`config.mk`:
```
export PLATFORM = sky130hd
export DESIGN_NAME = kslt_ram
export DESIGN_NICKNAME = d
export VERILOG_FILES = /design/src/kslt_ram.sv
export SDC_FILE = /design/constraint.sdc
export NUM_CORES = 1
export LEC_CHECK = 0
export BUFFER_PORTS_ARGS = -buffer_cell sky130_fd_sc_hd__buf_4
export CAP_MARGIN = 15
export CORE_UTILIZATION = 30
export CTS_CLUSTER_DIAMETER = 30
export DETAILED_ROUTE_END_ITERATION = 12
export SLEW_MARGIN = 20
export SYNTH_ARGS = -nofsm -noshare
export SYNTH_HDL_FRONTEND = slang
export SYNTH_SLANG_ARGS = --single-unit
```
`constraint.sdc`:
```
create_clock -name clk -period 2.25 [get_ports clk]
set_input_delay 0.225 -clock clk [delete_from_list [all_inputs] [get_ports clk]]
set_output_delay 0.225 -clock clk [all_outputs]
set_load 0.05 [all_outputs]
```
`src/kslt_ram.sv`:
```
// generic simple dual-port ram: one write port, one read port, registered read data
// no dependencies
module kslt_ram #(
  parameter int WIDTH = 8,
  parameter int DEPTH = 16
) (
  input  logic                                  clk,
  input  logic                                  we,
  input  logic [((DEPTH > 1) ? $clog2(DEPTH) : 1)-1:0] waddr,
  input  logic [WIDTH-1:0]                      wdata,
  input  logic                                  re,
  input  logic [((DEPTH > 1) ? $clog2(DEPTH) : 1)-1:0] raddr,
  output logic [WIDTH-1:0]                      rdata
);

  logic [WIDTH-1:0] mem [DEPTH];

  always_ff @(posedge clk) begin
    if (we) begin
      mem[waddr] <= wdata;
    end
    if (re) begin
      rdata <= mem[raddr];
    end
  end

endmodule

```
Word level (Yosys, flattened, before mapping)
Memories as Yosys holds them, arrays and structs flattened. A register that Yosys moved wholly into a read port is not among the register bits.
Cells that the tools add are included.
{ "word_totals": {"register_bits": 0, "elab_cells": 3, "in_bits": 19, "ram_bits": 128, "n_memories": 1} }
{ "op_classes": {"mux": 2} }
{ "mem_list": {"columns": ["name", "depth", "word_bits", "read_ports", "rd_ports_with_merged_regs", "wr", "line_no", "source"], "rows": [
  ["mem", 16, 8, 1, 1, 1, "16", "logic [WIDTH-1:0] mem [DEPTH];"]
]} }
{ "op_table": {"columns": ["op", "count"], "rows": [
  ["1-bit two-way mux", 2]
]} }

Depth between registers and ports, before layout
{ "logic_depth": {"ltp_word": 2, "depth_mapped": 5} }

Worst setup path after synthesis
OpenSTA, ideal clock, no wires.
{ "synth_timing": {"path_kind": "input -> register", "from": "input waddr[2] in the netlist's numbering", "to": "memory mem[0][0], enable pin", "t_arrival_ns": 1.335, "path_stages": 2, "path_slack_ns": 0.532, "required_ns": 1.867, "path_cell_list": "or3b_2 -> nor3_1"} }
{ "synth_rtl": {"columns": ["item", "line_no", "source"], "rows": [
  ["start: declaration", "9", "input logic [((DEPTH > 1) ? $clog2(DEPTH) : 1)-1:0] waddr,"],
  ["end: declaration", "16", null]
]} }
No word-level cell before the write port.

==> run summary <==
Synth Flop Type = edfxtp_1
Required time of the critical path = 2410 ps
Hold_sp = re
Mapped Cells = 229
Unrepaired setup endpoints after global routing = no
Commonest cells post-synth = edfxtp_1 (136), mux4_2 (18), a22oi_1 (16)
Reg power frac = 0.478
Mapped cell area = 0.00523 mm^2
First-pass GRT wire length = 15.4 mm
Period utilization = 0.666
Post-synthesis xor/xnor area fraction = 0
Pins Over Slew Limit = 0
Power, Total = 6.01 mW
Routed wire per std cell = 19.9 um
Clock Power Share = 0.469
Post-synth cell types = 18
Switching portion of total power = 0.198
Gr ovfl total = 0
Psw = 1.19 mW
Initial Utilization = 0.311
Routed WL = 10.3 mm
Largest net degree at the start of global routing = 33
Layout cell share with drive strength beyond 1 = 0.305
DIE AREA = 0.0180 mm^2
Rel. slew slack = 0.538
Post-DP HPWL = 6.49 mm
Worst Tran Pin Value = 692 ps
Area leader, netlist = edfxtp_1
CTS tree = done
Fin crit period = 1500 ps
Logic pwr share = 0.053
Power Internal = 4.82 mW
Std cell rows = 47
1st-pass router iterations = 4
Worst Skew = 6.72 ps
Initial antenna violation count = 0
H-tree levels = 4
Initial DRC Count = 286
Mux contribution to synthesized area = 0.148
Top post-synthesis cells by area = edfxtp_1 (78%), mux4_2 (7.8%), mux4_1 (7.0%), a22oi_1 (2.3%), nor2_1 (0.93%)
Crit Path Category = reg -> reg
Clock Path Buffers = 2
Post-synthesis simple-gate area fraction = 0.0314
Synth Area in Compound Gates = 0.0230
Synth Area in Adders = 0
Port Buffers = 26
Crit path max-delay cell type = mux4_1
Area growth from synthesis to layout = 21.9%
Cell breakdown of the critical path = mux4_1 > a22oi_1 > nand2_1
Diodes inserted = 0
Critical path arrival = 1660 ps
Asr flop ratio synth = 0
Clock sink count = 136
Worst setup SP type = flop
GR Util met3 = 0.0385
Die span in x = 134 um
Vias per inst = 4.70
Hold_buf cts = 0
FF-to-FF setup slack = 750 ps
Final nets = 301
Critical path fanouts, max = 1
P per Cell Area = 943 mW/mm^2
Post-route ant nets = 0
Boundary Pins = 27
Max incr delay on CP = 510 ps
Syn_nets = 248
Met2 Track Usage GR = 0.197
Postcts setup bufs = 0
Maximum VDD drop = 0.646 mV
Setup_tns = 0 ps
Flops & latches, synth = 136
# fillers = 1527
Synth Area per Inst = 22.8 um^2
Inserted Clock Buffers = 17
Top-count cell post-synth = edfxtp_1
GR Layer Usage met1 = 0.160
Clk_lat worst skew = 420 ps
Post-synth EDFFs = 136
Status = complete, no violations
DR DRC count = 0
GRT Util Overall = 0.126
GR peak layer = met2
Hold Crit Class = in -> reg
Syn. warnings = 0
Vias post-DR = 2419
Crit. Startpoint = mem[9][1]
Setup Viol. Count Final = 0
Fmax = 0.668 GHz
Die Y = 134 um
Clock slew at reported path FFs = 60 ps
Reg2reg start = mem[9][1]
Seq/Total Area, Yosys = 0.781
Vias in the first global route = 2491
Leak = 2.12 nW
Top cell type's share of synthesized area = 0.781
Max_cap viols = 0
Largest family of logic cells by synthesized area = multiplexers
Core ar. = 0.0168 mm^2
PostCTS Resize Cnt = 0
CP Capture Type = flop
GP Congestion = 0.678
Root cell of the clock tree = clkbuf_16
Fin. Hold Viols = 0
==> cell usage in the layout, fill, tap and decap left out <==
cell type,instances
clkbuf_16,17
clkinv_4,3
clkinv_1,4
nand2b_1,2
buf_4,43
mux4_1,14
nand3b_1,2
and2b_1,1
nand3_1,1
clkbuf_1,1
bufinv_16,4
and2_1,1
clkinvlp_4,2
nor2_1,13
nand2_1,9
edfxtp_1,136
or3b_2,1
a22oi_1,16
mux4_2,18
nor3_1,4
clkinv_2,1
nor2b_1,1
buf_12,1
==> cell families (layout without fill, tap and decap cells) <==
kind of cell | count (synthesis) | after routing
flops | 136 | 136
simple gates | 35 | 35
mux | 32 | 32
compound gates | 16 | 16
buf+inv | 10 | 76
==> stage by stage <==
stage / hold WS [ps] / cell area [um^2] / utilization / cells / worst slack [ps]
3_5_place_dp: 542 / 5760 / 0.342 / 483 / 309
6_report: 106 / 6370 / 0.379 / 515 / 752
4_1_cts: 96.8 / 6370 / 0.379 / 515 / 692
3_3_place_gp: 539 / 5760 / 0.342 / 483 / 332
2_1_floorplan: 324 / 5230 / - / 229 / 532
5_1_grt: 106 / 6370 / 0.379 / 515 / 665
==> registers in the layout, indices dropped and copies added, names as in the netlist <==
register,count
mem,128
rdata,8
==> path summary, 6_finish.rpt <==
check / end / depth (start not counted)
max reg2reg: rdata[1] / 3
min: rdata[2] / 1
max: rdata[1] / 3
min reg2reg: rdata[6] / 3
==> worst max-delay path, delay by kind of cell (launching register included) <==
kind	cells	cell delay (ps)
AO/OA/AOI/OAI	1	290
flip-flops	1	350
multiplexers	1	510
AND/OR/NAND/NOR	1	90
==> power by group through the flow <==
stage	Clock (mW)	Sequential, mW	Combinational [mW]
after floorplan	0	2.96	0.144
after global placement	0	2.92	0.322
after detailed placement	0	2.92	0.328
after CTS	2.88	2.87	0.329
after global routing	2.97	2.87	0.346
final	2.82	2.87	0.321
==> metal layers <==
metal	part of all wire	vias to the layer above	wire, um
met5	0	-	0
met4	0.016	0	165
met3	0.051	17	522
met2	0.49	64	4990
met1	0.45	1247	4570
li1	-	1091	-
==> area by class of cell <==
| cell class | count | area (um^2) | share of cell area |
|---|---|---|---|
| repair buffers | 44 | 343 | 0.0538 |
| well taps | 220 | 275 | 0.0432 |
| clock buffers | 18 | 429 | 0.0674 |
| clock inverters | 14 | 181 | 0.0285 |
| flip-flops and latches | 136 | 4080 | 0.641 |
| multi-input cells | 83 | 1060 | 0.166 |
Power figures use the tool's default switching activity.
