[config.mk]
export PLATFORM = sky130hd
export DESIGN_NAME = kslt_match
export DESIGN_NICKNAME = d
export VERILOG_FILES = /design/src/kslt_pkg.sv /design/src/kslt_match.sv
export SDC_FILE = /design/constraint.sdc
export NUM_CORES = 1
export LEC_CHECK = 0
export BUFFER_PORTS_ARGS = -buffer_cell sky130_fd_sc_hd__buf_2
export CORE_ASPECT_RATIO = 1.4
export CORE_MARGIN = 2
export CORE_UTILIZATION = 30
export DETAILED_ROUTE_END_ITERATION = 8
export GPL_TIMING_DRIVEN = 1
export PLACE_DENSITY = 0.9
export SETUP_SLACK_MARGIN = 0.05
export SLEW_MARGIN = 20
export SYNTH_ARGS = -nofsm -noshare
export SYNTH_HDL_FRONTEND = slang
export SYNTH_SLANG_ARGS = --single-unit
[constraint.sdc]
create_clock -name vclk -period 4.1
set_input_delay 1.025 -clock vclk [all_inputs]
set_output_delay 1.025 -clock vclk [all_outputs]
set_load 0.1 [all_outputs]
[src/kslt_pkg.sv]
// shared constants, codes and the table entry type for the keyed slot lock table
// no dependencies; used by every module of the block but kslt_ram
package kslt_pkg;

  localparam int DEPTH    = 64;
  localparam int POS_BITS = 16;

  localparam int ADDR_W = (DEPTH > 1) ? $clog2(DEPTH) : 1;
  localparam int CNT_W  = $clog2(DEPTH + 1);
  localparam int CFG_W  = 7;
  localparam int CMP_W  = (CNT_W > CFG_W) ? CNT_W : CFG_W;

  localparam int OP_W  = 3;
  localparam int ID_W  = 24;
  localparam int KEY_W = 16;
  localparam int STS_W = 3;
  localparam int EC_W  = 7;

  localparam int IN_TDATA_W  = 72;
  localparam int OUT_TDATA_W = 32;

  localparam logic [CFG_W-1:0] MAX_ENTRIES_RST = 7'd64;

  localparam logic [OP_W-1:0] OP_ADD     = 3'd0;
  localparam logic [OP_W-1:0] OP_ACQUIRE = 3'd1;
  localparam logic [OP_W-1:0] OP_RELEASE = 3'd2;
  localparam logic [OP_W-1:0] OP_UNLOCK  = 3'd3;
  localparam logic [OP_W-1:0] OP_CLEAR   = 3'd4;

  localparam logic [STS_W-1:0] STS_OK        = 3'd0;
  localparam logic [STS_W-1:0] STS_DUP       = 3'd1;
  localparam logic [STS_W-1:0] STS_FULL      = 3'd2;
  localparam logic [STS_W-1:0] STS_NONE      = 3'd3;
  localparam logic [STS_W-1:0] STS_NOT_FOUND = 3'd4;

  typedef struct packed {
    logic                lock;
    logic [ID_W-1:0]     grp;
    logic [ID_W-1:0]     nam;
    logic [POS_BITS-1:0] pos;
  } entry_t;

  localparam int ENTRY_W = $bits(entry_t);

endpackage

[src/kslt_match.sv]
// shared compare unit: checks one stored entry against the request of the current opcode
// depends on kslt_pkg
module kslt_match (
  input  logic [kslt_pkg::OP_W-1:0]     op,
  input  logic [kslt_pkg::ID_W-1:0]     grp,
  input  logic [kslt_pkg::ID_W-1:0]     nam,
  input  logic [kslt_pkg::POS_BITS-1:0] pos,
  input  kslt_pkg::entry_t              entry,
  output logic                          hit
);
  import kslt_pkg::*;

  logic id_eq;

  assign id_eq = (entry.grp == grp) && (entry.nam == nam);

  always_comb begin
    case (op)
      OP_ADD, OP_RELEASE: hit = id_eq && (entry.pos == pos);
      OP_ACQUIRE:         hit = id_eq && !entry.lock;
      default:            hit = 1'b0;
    endcase
  end

endmodule

# After elaboration in Yosys (flattened, before gate mapping)
# Index checks and enable logic that the tools add are counted.
# W data, S select, Z words.
# totals
output_inout_bits	1
reg_bits	0
# op_classes
n_reduce_logical	6
eq_ne	5
n_mux	1
# op_table
operator	n
$eq A24 B24 Y1	2
$eq A16 B16 Y1	1
$eq A3 B1 Y1 const B	1
$eq A3 B2 Y1 const B	1
$logic_and A1 B1 Y1	3
$logic_not A3 Y1	1
$pmux W1 S2	1
$reduce_or A2 Y1	1
$logic_not A1 Y1	1

# Longest topological paths before layout
# depth
word_depth	4
mapped_depth	5

# Worst setup path after synthesis
# Ideal clock, no wire load.
# synth_path
path_type	in2out
startpoint	input port grp[16] (netlist bit)
endpoint	output port hit
path_stages	5
setup_slack_ns	0.214
n_path_buf	0
required_time_ns	3.075
arrival_ns	2.861
cell_sequence	xnor2_1 nand4_1 nor4_1 nand4_1 nor3_2
# synth_via
elab_chain_len	4
word_cells_on_any_way	5
cone_classes	eq/ne: 1; mux: 1; reduce/logical: 3
# synth_lines
element	line	source
start: declaration	kslt_match.sv:5	input logic [kslt_pkg::ID_W-1:0] grp,
$eq A24 B24 Y1 (*)	kslt_match.sv:15	assign id_eq = (entry.grp == grp) && (entry.nam == nam);
$logic_and A1 B1 Y1 (*)	kslt_match.sv:15	
$logic_and A1 B1 Y1, on equally long branches	kslt_match.sv:20, kslt_match.sv:19	
$pmux W1 S2 (*)	kslt_match.sv:18	case (op)
end: declaration	kslt_match.sv:9	output logic hit
# Every way passes the cells marked *; elsewhere a longest branch is shown, timed or not.

# Worst setup path after layout
# layout_path
startpoint	input port pos[11] (netlist bit)
endpoint	output port hit
# layout_via
elab_chain_len	3
# layout_lines
element	line	source
start: declaration	kslt_match.sv:7	input logic [kslt_pkg::POS_BITS-1:0] pos,
$eq A16 B16 Y1	kslt_match.sv:19	OP_ADD, OP_RELEASE: hit = id_eq && (entry.pos == pos);
$logic_and A1 B1 Y1	kslt_match.sv:19	
$pmux W1 S2	kslt_match.sv:18	
# No other way between the ends.

==> report_table.html <==
<table>
<tr><th>Metric</th><th>Value</th></tr>
<tr><th colspan="2">Status</th></tr>
<tr><td>Run status</td><td>finished clean</td></tr>
<tr><th colspan="2">Critical path</th></tr>
<tr><td>Critical Path RT</td><td>3070 ps</td></tr>
<tr><td>Endpoint class of the critical path</td><td>output port</td></tr>
<tr><td>Arrival time of the worst setup path</td><td>2460 ps</td></tr>
<tr><td>Nature of the critical path startpoint</td><td>input port</td></tr>
<tr><td>Type of the setup path with the least slack</td><td>input port to output port</td></tr>
<tr><td>Crit path max fanout</td><td>1</td></tr>
<tr><th colspan="2">Logic synthesis</th></tr>
<tr><td>Largest cells by area after synthesis</td><td>xnor2_1 59%, xor2_1 18%, nand4_1 11%</td></tr>
<tr><td>Sequential-to-total area share from yosys stat</td><td>0</td></tr>
<tr><td>Total nets after synthesis</td><td>221</td></tr>
<tr><td>Number of warnings issued by yosys</td><td>0</td></tr>
<tr><td>Top cell type's share of synthesized area</td><td>0.586</td></tr>
<tr><td>Post-synthesis cell area</td><td>732 um^2</td></tr>
<tr><td>Gate count after technology mapping</td><td>89</td></tr>
<tr><td>Cell with the most instances after synthesis</td><td>xnor2_1</td></tr>
<tr><td>Top cell types by occurrence after synthesis</td><td>49 x xnor2_1, 15 x xor2_1, 13 x nand4_1</td></tr>
<tr><td>Leading area contributor after synthesis</td><td>xnor2_1</td></tr>
<tr><td>Post-synth cell types</td><td>11</td></tr>
<tr><td>Avg Cell Area, Syn</td><td>8.22 um^2</td></tr>
<tr><th colspan="2">STA</th></tr>
<tr><td>Setup-violating endpoint count in the final report</td><td>0</td></tr>
<tr><td>Count of pins over their slew limit</td><td>0</td></tr>
<tr><td>Hold Violations, Final</td><td>0</td></tr>
<tr><td>Setup repair after global routing missed its margin</td><td>no</td></tr>
<tr><td>Max transition margin</td><td>0.676</td></tr>
<tr><td>Post-layout min period</td><td>3480 ps</td></tr>
<tr><td>Final TNS setup</td><td>0 ps</td></tr>
<tr><td>Least-Margin Pin Slew</td><td>489 ps</td></tr>
<tr><td>Upper clock frequency limit</td><td>0.287 GHz</td></tr>
<tr><td>Final setup margin</td><td>619 ps</td></tr>
<tr><td>Post-route fraction of the period consumed by the critical path</td><td>0.849</td></tr>
<tr><th colspan="2">Pwr</th></tr>
<tr><td>Leakage power</td><td>0.000703 uW</td></tr>
<tr><td>Maximum vdd ir drop</td><td>0.0584 mV</td></tr>
<tr><td>Pwr Density</td><td>95.5 mW/mm^2</td></tr>
<tr><th colspan="2">Die</th></tr>
<tr><td>Chip Width</td><td>45.7 um</td></tr>
<tr><td>Die height</td><td>62.4 um</td></tr>
<tr><td>Starting utilization of the core area</td><td>0.310</td></tr>
<tr><td>Count of pins on the block boundary</td><td>133</td></tr>
<tr><td>Core box area</td><td>0.00236 mm^2</td></tr>
<tr><td>Total number of placement rows</td><td>21</td></tr>
<tr><td>Full die area</td><td>0.00286 mm^2</td></tr>
<tr><th colspan="2">GRT</th></tr>
<tr><td>First-pass GRT wire length</td><td>3800 um</td></tr>
<tr><td>Largest net degree at the start of global routing</td><td>3</td></tr>
<tr><td>Total overflow reported by the global router</td><td>0</td></tr>
<tr><td>Initial antenna violation count</td><td>0</td></tr>
<tr><td>Vias in the first global route</td><td>1,113</td></tr>
<tr><td>GRT Overall Usage</td><td>0.167</td></tr>
<tr><th colspan="2">Layout</th></tr>
<tr><td>Seq cells</td><td>0</td></tr>
<tr><td>Share of layout cells above drive strength 1</td><td>0.613</td></tr>
<tr><td>Area grow syn2layout</td><td>94.9%</td></tr>
<tr><td>Cell area after layout</td><td>0.00143 mm^2</td></tr>
<tr><td>Final antenna diode count</td><td>0</td></tr>
<tr><td>Count of nets after finishing</td><td>356</td></tr>
<tr><td>Fraction of the core area covered by cells at the end of the flow</td><td>0.603</td></tr>
<tr><td>Layout clock buffers</td><td>0</td></tr>
<tr><td>Register Area</td><td>0 um^2</td></tr>
<tr><td>Filler-free cell count of the finished design</td><td>245</td></tr>
<tr><th colspan="2">Clock tree</th></tr>
<tr><td># Post-CTS Setup Buffers</td><td>0</td></tr>
<tr><td>Hold Buf Count CTS</td><td>0</td></tr>
<tr><td>Number of gates given a new drive strength after cts</td><td>0</td></tr>
<tr><th colspan="2">Drt</th></tr>
<tr><td>Final Routed Wirelength</td><td>2620 um</td></tr>
<tr><td>Initial drt markers</td><td>3</td></tr>
<tr><td>Routed via count</td><td>1,151</td></tr>
<tr><td>Antenna Nets Post-Route</td><td>0</td></tr>
<tr><td>Routed length per placed instance</td><td>10.7 um</td></tr>
<tr><td>DRC violation count after routing</td><td>0</td></tr>
<tr><td>Via density per instance</td><td>4.70</td></tr>
<tr><td>Drt pass-1 iters</td><td>4</td></tr>
<tr><th colspan="2">Place</th></tr>
<tr><td>Placed standard-cell area</td><td>0.00143 mm^2</td></tr>
<tr><td>Routability cong.</td><td>0.676</td></tr>
<tr><td>Port Buf Inserts</td><td>133</td></tr>
<tr><td>Worst slack at placement</td><td>575 ps</td></tr>
<tr><td>DP Wirelength</td><td>2550 um</td></tr>
<tr><td>Cell total after placement</td><td>245</td></tr>
<tr><th colspan="2">Run</th></tr>
<tr><td>Number of maximum-capacitance constraint violations</td><td>0</td></tr>
<tr><th colspan="2">Worst hold path</th></tr>
<tr><td>Path category of the worst min-delay check</td><td>input port to output port</td></tr>
</table>
==> cells by family after synthesis <==
| kind of cell | share of synthesized area |
|---|---|
| compound gates | 0.0171 |
| xor+xnor | 0.766 |
| simple gates | 0.217 |
==> worst paths after layout <==
check,start,endpoint,depth (start not counted)
min,entry[50],hit,5
max,pos[11],hit,7
==> worst max-delay path: stages <==
cell	delay, ps
buf_2	100
xnor2_1	170
nand4_1	120
nor4_1	280
a21oi_1	140
nor3_2	180
buf_2	440
==> layout by cell type, fill, tap and decap left out <==
master and count:
xnor2_1 49, a211oi_1 1, nor4_2 2, nor3_1 1, nand4_1 13, buf_2 133, a21oi_1 1, nor4_1 4
xor2_1 15, nand3_1 1, nor3b_1 1, nor3_2 1
==> metal layers <==
metal  vias to the layer above  routed length (um)  global-route usage
met1                       477                 780               0.142
li1                        578                   -                   -
met4                         0                  19              0.0143
met3                         4                 385              0.0202
met5                         -                   0                   0
met2                        92                1440               0.370
==> metrics by stage <==
stage                     hold WS, ps  power (uW)
final                            2590         136
after global routing             2640         150
after CTS                        2600         138
after detailed placement         2600         138
after global placement           2600         134
after floorplan                  2360        59.1
==> report_power, final <==
part	switching, uW	internal [uW]	leakage [uW]
registers	0	0	0
logic	50.5	85.8	0.000703
clock network	0	0	0
==> layout make-up <==
type                       instances  area, um^2
timing repair buffer             133         666
multi-input combinational         89         732
tap                               23        28.8
fill                             218         938
(Power assumes the default switching activity.)
